### src/rtl/core/tsbb_pkg.sv
// tsbb_pkg: shared types, constants and helper functions of the tcp send byte buffer
// depends on: nothing
package tsbb_pkg;

  // store geometry
  localparam int CAPACITY = 4096;
  localparam int ADDR_W   = $clog2(CAPACITY);
  localparam int SLOT_W   = ADDR_W + 1;
  localparam int CNT_W    = 17;

  // port widths
  localparam int IN_TDATA_W  = 144;
  localparam int IN_TUSER_W  = 3;
  localparam int OUT_TDATA_W = 160;
  localparam int CFG_AW      = 3;
  localparam int CFG_DW      = 32;

  // configuration register index (paddr bit 2 and up)
  localparam logic REG_INITIAL_SEQUENCE = 1'b0;

  typedef enum logic [2:0] {
    ACT_WRITE     = 3'd0,
    ACT_PREP_NEW  = 3'd1,
    ACT_PREP_RETX = 3'd2,
    ACT_RETX_AT   = 3'd3,
    ACT_READ      = 3'd4,
    ACT_COMMIT    = 3'd5,
    ACT_ACK       = 3'd6
  } action_t;

  typedef enum logic [1:0] {
    ACK_NONE     = 2'd0,
    ACK_BEYOND   = 2'd1,
    ACK_DUP      = 2'd2,
    ACK_ADVANCED = 2'd3
  } ack_status_t;

  // input payload, last member in the lowest bits
  typedef struct packed {
    logic [6:0]  pad;
    logic [15:0] byte_index;
    logic        range_is_retx;
    logic [31:0] range_generation;
    logic [31:0] range_length;
    logic [15:0] max_payload;
    logic [31:0] seq_in;
    logic [7:0]  data_in;
  } in_item_t;

  // result payload, last member in the lowest bits
  typedef struct packed {
    logic [CNT_W-1:0] free_bytes;
    logic [CNT_W-1:0] unsent_bytes;
    logic [CNT_W-1:0] flight_octets;
    logic [CNT_W-1:0] newly_acked;
    logic [7:0]       data_out;
    logic             out_retx;
    logic [31:0]      out_generation;
    logic [15:0]      out_length;
    logic [31:0]      out_sequence;
    ack_status_t      ack_status;
    logic             ok;
  } result_t;

  typedef enum logic [1:0] {
    ST_IDLE  = 2'd0,
    ST_EXEC  = 2'd1,
    ST_RDATA = 2'd2
  } state_t;

  // controller to datapath
  typedef struct packed {
    logic capture;
    logic exec;
    logic rd_load;
  } ctrl_cmd_t;

  // datapath to controller
  typedef struct packed {
    logic read_hit;
  } dp_status_t;

  // serial order: a before b
  function automatic logic seq_before(input logic [31:0] a, input logic [31:0] b);
    logic [31:0] d;
    d = a - b;
    return d[31];
  endfunction

  // circular slot, head < CAPACITY and off <= CAPACITY
  function automatic logic [ADDR_W-1:0] slot(input logic [ADDR_W-1:0] head,
                                             input logic [SLOT_W-1:0] off);
    logic [SLOT_W-1:0] s;
    s = {1'b0, head} + off;
    if (s >= SLOT_W'(CAPACITY)) begin
      s = s - SLOT_W'(CAPACITY);
    end
    return s[ADDR_W-1:0];
  endfunction

endpackage

### src/rtl/core/tsbb_ctrl.sv
// tsbb_ctrl: sequencer for one transaction at a time and output valid tracking
// depends on: tsbb_pkg
module tsbb_ctrl (
  input  logic                clk,
  input  logic                rst_n,
  input  logic                in_tvalid,
  output logic                in_tready,
  output logic                out_tvalid,
  input  logic                out_tready,
  output tsbb_pkg::ctrl_cmd_t cmd,
  input  tsbb_pkg::dp_status_t status
);
  import tsbb_pkg::*;

  state_t state_r, state_nxt;
  logic   out_valid_r, out_valid_nxt;
  logic   out_free;

  assign out_free   = !out_valid_r || out_tready;
  assign out_tvalid = out_valid_r;

  // state and valid registers
  always_ff @(posedge clk) begin
    if (!rst_n) begin
      state_r     <= ST_IDLE;
      out_valid_r <= 1'b0;
    end else begin
      state_r     <= state_nxt;
      out_valid_r <= out_valid_nxt;
    end
  end

  // next state and commands
  always_comb begin
    state_nxt     = state_r;
    out_valid_nxt = out_valid_r && !out_tready;
    cmd           = '0;
    in_tready     = 1'b0;
    case (state_r)
      ST_IDLE: begin
        in_tready = 1'b1;
        if (in_tvalid) begin
          cmd.capture = 1'b1;
          state_nxt   = ST_EXEC;
        end
      end
      ST_EXEC: begin
        if (out_free) begin
          cmd.exec = 1'b1;
          if (status.read_hit) begin
            state_nxt = ST_RDATA;
          end else begin
            out_valid_nxt = 1'b1;
            state_nxt     = ST_IDLE;
          end
        end
      end
      ST_RDATA: begin
        cmd.rd_load   = 1'b1;
        out_valid_nxt = 1'b1;
        state_nxt     = ST_IDLE;
      end
      default: begin
        state_nxt = ST_IDLE;
      end
    endcase
  end

endmodule

### config.mk
export PLATFORM = sky130hd
export DESIGN_NAME = tsbb_ctrl
export DESIGN_NICKNAME = d
export VERILOG_FILES = /design/src/rtl/core/tsbb_pkg.sv /design/src/rtl/core/tsbb_ctrl.sv
export SDC_FILE = /design/constraint.sdc
export NUM_CORES = 1
export LEC_CHECK = 0
export ABC_AREA = 1
export ABC_CLOCK_PERIOD_IN_PS = 1400
export BUFFER_PORTS_ARGS = -buffer_cell sky130_fd_sc_hd__buf_4
export CORE_AREA = 2 2 39 41
export CTS_CLUSTER_DIAMETER = 60
export DETAILED_ROUTE_END_ITERATION = 8
export DIE_AREA = 0 0 41 43
export HOLD_SLACK_MARGIN = 0.08
export SYNTH_ARGS = -nofsm -noshare
export SYNTH_HDL_FRONTEND = slang
export SYNTH_SLANG_ARGS = --single-unit
### constraint.sdc
create_clock -name clk -period 1.4 [get_ports clk]
set_input_delay 0.14 -clock clk [delete_from_list [all_inputs] [get_ports clk]]
set_output_delay 0.14 -clock clk [all_outputs]
set_load 0.01 [all_outputs]
==> results.yml, run 1 <==
die:
  die_h_um: 43
  die-area_sq_um: 1760
  core.rowCount: 14
  start_util_pct: 16.1
  num_io_pins: 10
  core_area_sq_um: 1380
  die_width_um: 41
synthesis:
  avgSynthCellArea_sq_um: 6.55
  ys_types: 11
  yosys.area.top_type_share_pct: 27.0
  synth_cells: 34
  synth_top_family_by_area: "simple AND/OR/NAND/NOR gates"
  synthesis.area_sq_um: 223
  synth_area_leaders: "dfxtp_1 27%, ha_1 17%, nand2_1 17%"
  yosysSeqAreaShare_pct: 27.0
  yosys.area_share.simple_pct: 30.9
  synthMuxAreaShare_pct: 0
  synth-compound-area-share_pct: 10.1
  ys_seq_elements: 3
  yosysTopAreaCell: "dfxtp_1"
  synth-adder-area-share_pct: 16.9
  synth-xor-area-share_pct: 0
  synth_warnings: 0
  synth_nets: 42
drt:
  drt_wl_total_um: 439
  wl_per_cell_um: 6.97
  drc: 0
  drt_iter0_markers: 1
  firstDrtPassIters: 2
  vias: 232
  ant_nets: 0
  via_per_inst: 3.68
final_layout:
  area_growth_pct: 52.2
  layout-drive-gt1-share_pct: 34.0
  n_antenna_cell: 0
  fillers: 156
  fin_area_sq_um: 339
  seqCellArea_sq_um: 60.1
  final_util_pct: 24.5
  multi_input_area_sq_um: 131
  nets: 56
clock_tree:
  clock_sinks: 3
  cts_tree: "yes"
  h-tree-depth: 1
  clock_latency_ns: 0.23
  clockBufferDepth: 2
  cts_made_buffers: 3
  clkTransAtPathRegs_ns: 0.04
  cts_root_buf: "clkbuf_4"
  cts_hold_buf: 0
run_status:
  outcome: "complete, no violations"
grt:
  antenna_found_initial: 0
  globalRoute.totalOverflow: 0
  grt_usage_pct: 7.02
  grt_start_max_net_pins: 5
  grt_pass1_vias: 210
  grt_pass1_wl_um: 759
worst_setup_path:
  worst-setup-path-type: "flip-flop to primary output"
  critPathBufInv: 2
  cp.arrival_ns: 1.15
  endpoint_kind: "primary output"
  max_stage_delay_ns: 0.31
  worstSetupStartpointType: "flip-flop"
  crit_path_cell_trace: "inv_1 > ha_2 > a21boi_0 > buf_4"
  required_ns: 1.26
  cpLargestDelayFamily: "flip-flops"
  cp_max_fo: 4
  slowest_stage: "dfxtp_1"
placed_design:
  dpl.hpwl_um: 377
  place.gp.congestion: 0.616
  port_buffers: 9
  place_area_sq_um: 310
sta:
  final-hold-violation-count: 0
  timing.slew.headroom_pct: 90.1
  skew_ns: 0.00139
  setup_viol: 0
  max_freq_mhz: 772
  fin_crit_sh_pct: 92.5
  worst_pin_slew_ns: 0.147
  grt_setup_unrepaired: "no"
  fin_crit_ns: 1.29
  holdWs_ns: 0.180
  drv_slew: 0
  fin_setup_tns_ns: 0
power:
  pwr_density_cell_nw_per_um2: 958
  p_leak_nw: 0.180
  irDropWorstVdd_uv: 288
worst_hold_path:
  worstHoldPathType: "input pin to flip-flop"
run:
  maxCapViolations: 0
[cell usage after synthesis]
cell type  instances
nand2_1           10
inv_1              8
a21oi_1            3
dfxtp_1            3
ha_1               3
nand2_2            2
a21boi_0           1
clkinv_1           1
nand3_1            1
nand3_2            1
nor2_1             1
[cell type report]
type | count | share of cell area [%]
Sequential cell | 3 | 17.7
Timing Repair Buffer | 9 | 19.9
Clock buffer | 4 | 7.75
Multi-Input combinational cell | 22 | 38.7
Tap cell | 16 | 5.90
Inverter | 9 | 9.96
[sequential cells by signal, summed over array words and instances, names as in the netlist]
| signal | cells |
|---|---|
| state_r | 2 |
| out_tvalid | 1 |
[worst reg2reg max path, stage by stage (launching register included)]
cell     delay, ns
dfxtp_1       0.35
inv_1         0.07
ha_1          0.27
inv_1         0.04
nor2_1        0.08
nand2_1       0.05
nand2_1       0.05
inv_1         0.03
[stage by stage]
stage          setup WS, ns  power [mW]  cells
2_1_floorplan         0.368       0.144     34
4_1_cts              0.0584       0.335     63
5_1_grt              0.0124       0.355     63
3_3_place_gp          0.332       0.175     59
6_report              0.105       0.325     63
3_5_place_dp          0.313       0.176     59
[report_power, final]
group          switching, mW  total (mW)  internal [mW]
sequential           0.00554      0.0976         0.0921
clock                 0.0437       0.150          0.107
combinational         0.0378      0.0766         0.0388
total                 0.0871       0.325          0.238
[placed cells by master, fill, tap and decap left out]
| cell type | instances |
|---|---|
| ha_2 | 1 |
| ha_1 | 2 |
| dfxtp_1 | 3 |
| clkinv_1 | 1 |
| a21oi_1 | 3 |
| buf_4 | 9 |
| nor2_1 | 1 |
| nand3_1 | 1 |
| clkbuf_4 | 3 |
| nand2_1 | 10 |
| inv_1 | 8 |
| a21boi_0 | 1 |
| nand2_2 | 2 |
| clkbuf_1 | 1 |
| nand3_2 | 1 |
[layer usage]
metal | GRT usage, % | up-vias | wire [um]
li1 | - | 127 | -
met1 | 6.73 | 99 | 183
met2 | 9.69 | 6 | 207
met3 | 4.71 | 0 | 48
met4 | 6.00 | 0 | 0
met5 | 0 | - | 0
[cell families after synthesis]
family                     Yosys count
AOI/OAI and AO/OA                    4
DFF                                  3
buffers and inverters                9
adders and majority gates            3
and+or+nand+nor                     15
[what timing repair did]
action / CTS / global route
setup buffers: 0 / 0
gates resized for setup: 0 / 1
setup endpoints to repair: 0 / 1
[worst paths after layout]
| check | cells after the start | slack, ns | startpoint | end |
|---|---|---|---|---|
| hold reg to reg | 2 | 0.48 | state_r[1] | state_r[1] |
| setup / recovery | 4 | 0.11 | state_r[1] | cmd[1] |
| hold / removal | 3 | 0.18 | rst_n | state_r[1] |
| setup reg to reg | 7 | 0.35 | state_r[0] | out_tvalid |
(Power assumes the default switching activity.)
==> inputs of run 2 (changes only) <==
Settings changed: ABC_AREA 1 to default, ABC_CLOCK_PERIOD_IN_PS 1400 to 1600.
Clock period 1.4 ns to 1.6 ns, I/O delays scaled along.
==> run 2 against run 1 <==
Net effect:
- clock-buffer cell count did not move
- final cell count decreased by 17%
- critical path depth unchanged
- combinational power shrank 15%
- worst hold slack improved by 0.0086 ns
- sequential power is 15% lower
- via count is 13% lower
- utilization is 0.72 points lower
- first-iteration DRC count fell by 100%
- largest power group unchanged
==> results.yml, run 2 <==
sta:
  skew_ns: 0.00658
  grt_setup_unrepaired: "no"
  fin_setup_tns_ns: 0
  fin_crit_sh_pct: 82.9
  final-hold-violation-count: 0
  max_freq_mhz: 754
  setup_viol: 0
  worst_pin_slew_ns: 0.152
  drv_slew: 0
  fin_crit_ns: 1.33
  setup_slack_ns: 0.274
  timing.slew.headroom_pct: 89.8
power:
  pwr_density_cell_nw_per_um2: 866
  power_uw: 285
  p_leak_nw: 0.158
  irDropWorstVdd_uv: 328
synthesis:
  avgSynthCellArea_sq_um: 9.36
  ys.flop_type: "dfxtp_1"
  synth_warnings: 0
  yosysTopAreaCell: "dfxtp_1"
  yosys.area.top_type_share_pct: 27.9
  async_flop_share_pct: 0
  ys_seq_elements: 3
  synth_common_cells: "3 x dfxtp_1, 3 x ha_1, 3 x inv_1"
  synth_area_leaders: "dfxtp_1 28%, ha_1 17%, nand2b_4 6.4%"
  synth_edf_count: 0
  synth_nets: 31
  ys_types: 14
  synthesis.area_sq_um: 215
  yosysSeqAreaShare_pct: 27.9
  synth_cells: 23
grt:
  grt_usage_pct: 7.53
  grt_pass1_vias: 204
  globalRoute.totalOverflow: 0
  grt_pass1_wl_um: 807
  antenna_found_initial: 0
  grt_start_max_net_pins: 5
clock_tree:
  clockBufferDepth: 2
  cts_made_buffers: 3
  postCtsSetupRepairBufs: 0
  cts_tree: "yes"
  cts_hold_buf: 0
  clock_latency_ns: 0.24
  h-tree-depth: 1
  post_cts_resized: 0
  cts_root_buf: "clkbuf_4"
  clock_sinks: 3
  clkTransAtPathRegs_ns: 0.03
placed_design:
  dp_slack_ns: 0.395
  dpl.hpwl_um: 379
  place.gp.congestion: 0.712
  dp_cells: 48
  port_buffers: 9
worst_hold_path:
  worstHoldPathType: "input pin to flip-flop"
drt:
  ant_nets: 0
  via_per_inst: 3.87
  vias: 201
  drt_iter0_markers: 0
  drt_wl_total_um: 479
  drc: 0
  wl_per_cell_um: 9.21
  firstDrtPassIters: 1
final_layout:
  fin_cells: 52
  largest_reg_flops: 2
  nets: 45
  seqCellArea_sq_um: 60.1
  layout-drive-gt1-share_pct: 47.2
  area_growth_pct: 52.9
  layout_commonest_cell: "buf_4"
  n_antenna_cell: 0
  layout_common_cells: "9 x buf_4, 3 x inv_1, 3 x ha_1, 3 x clkbuf_4, 3 x dfxtp_1"
  multi_input_area_sq_um: 144
  fillers: 147
  top_register: "state_r"
die:
  die_width_um: 41
  num_io_pins: 10
  core_area_sq_um: 1380
  core.rowCount: 14
  die-area_sq_um: 1760
  die_h_um: 43
  start_util_pct: 15.6
worst_setup_path:
  worstSetupStartpointType: "flip-flop"
  cp_max_fo: 4
  worst-setup-path-type: "flip-flop to primary output"
  endpoint_kind: "primary output"
  slowest_stage: "dfxtp_1"
  crit_path_cell_trace: "inv_1 > ha_1 > and2_2 > buf_4"
  critPathBufInv: 2
  max_stage_delay_ns: 0.34
  required_ns: 1.44
  cpLargestDelayFamily: "flip-flops"
  cp.arrival_ns: 1.17
run:
  maxCapViolations: 0
run_status:
  outcome: "complete, no violations"
run 2: cell types whose count changed after synthesis, moves of 2 or more:
cell	delta
inv_1	-5
nand2_1	-10
o21ai_0	+2
nand2_2	-2
nor2b_1	+2
run 2: where the power goes:
group / internal (mW) / total, mW / switching, mW
Clock: 0.0937 / 0.137 / 0.0429
Sequential: 0.0800 / 0.0831 / 0.00304
Combinational: 0.0367 / 0.0653 / 0.0285
Total: 0.210 / 0.285 / 0.0744
run 2: path summary, 6_finish.rpt:
path | start | endpoint | slack (ns) | cells after the start
max | state_r[1] | cmd[1] | 0.27 | 4
min | rst_n | state_r[1] | 0.19 | 2
max reg2reg | state_r[0] | out_tvalid | 0.39 | 5
min reg2reg | state_r[1] | state_r[1] | 0.50 | 2
run 2: cell type report:
class / instances / area share [%]
Inverter: 3 / 3.42
Tap cell: 16 / 6.08
Clock buffer: 4 / 7.98
Timing Repair Buffer: 9 / 20.5
Multi-Input combinational cell: 17 / 43.7
Sequential cell: 3 / 18.3
run 2: cells by family (layout without fill, tap and decap cells):
logic type | Yosys count | in the layout | synth area share [%]
buffers and inverters | 3 | 16 | 5.23
and+or+nand+nor | 8 | 8 | 31.4
DFF | 3 | 3 | 27.9
adders and majority gates | 3 | 3 | 17.4
AOI/OAI and AO/OA | 6 | 6 | 18.0
run 2: metrics by stage:
step           utilization [%]  instance area, sq um  hold WS [ns]
2_1_floorplan                -                   215         0.298
3_3_place_gp              21.9                   303         0.429
4_1_cts                   23.8                   329         0.190
6_report                  23.8                   329         0.188
5_1_grt                   23.8                   329         0.198
3_5_place_dp              21.9                   303         0.435
run 2: routing by layer:
layer	wire length (um)	part of all wire, %	GRT usage, %	vias up
met5	0	0	0	-
met3	46	9.6	4.71	2
met1	234	49	8.04	84
met4	18	3.8	8.00	0
li1	-	-	-	105
met2	179	37	9.06	10
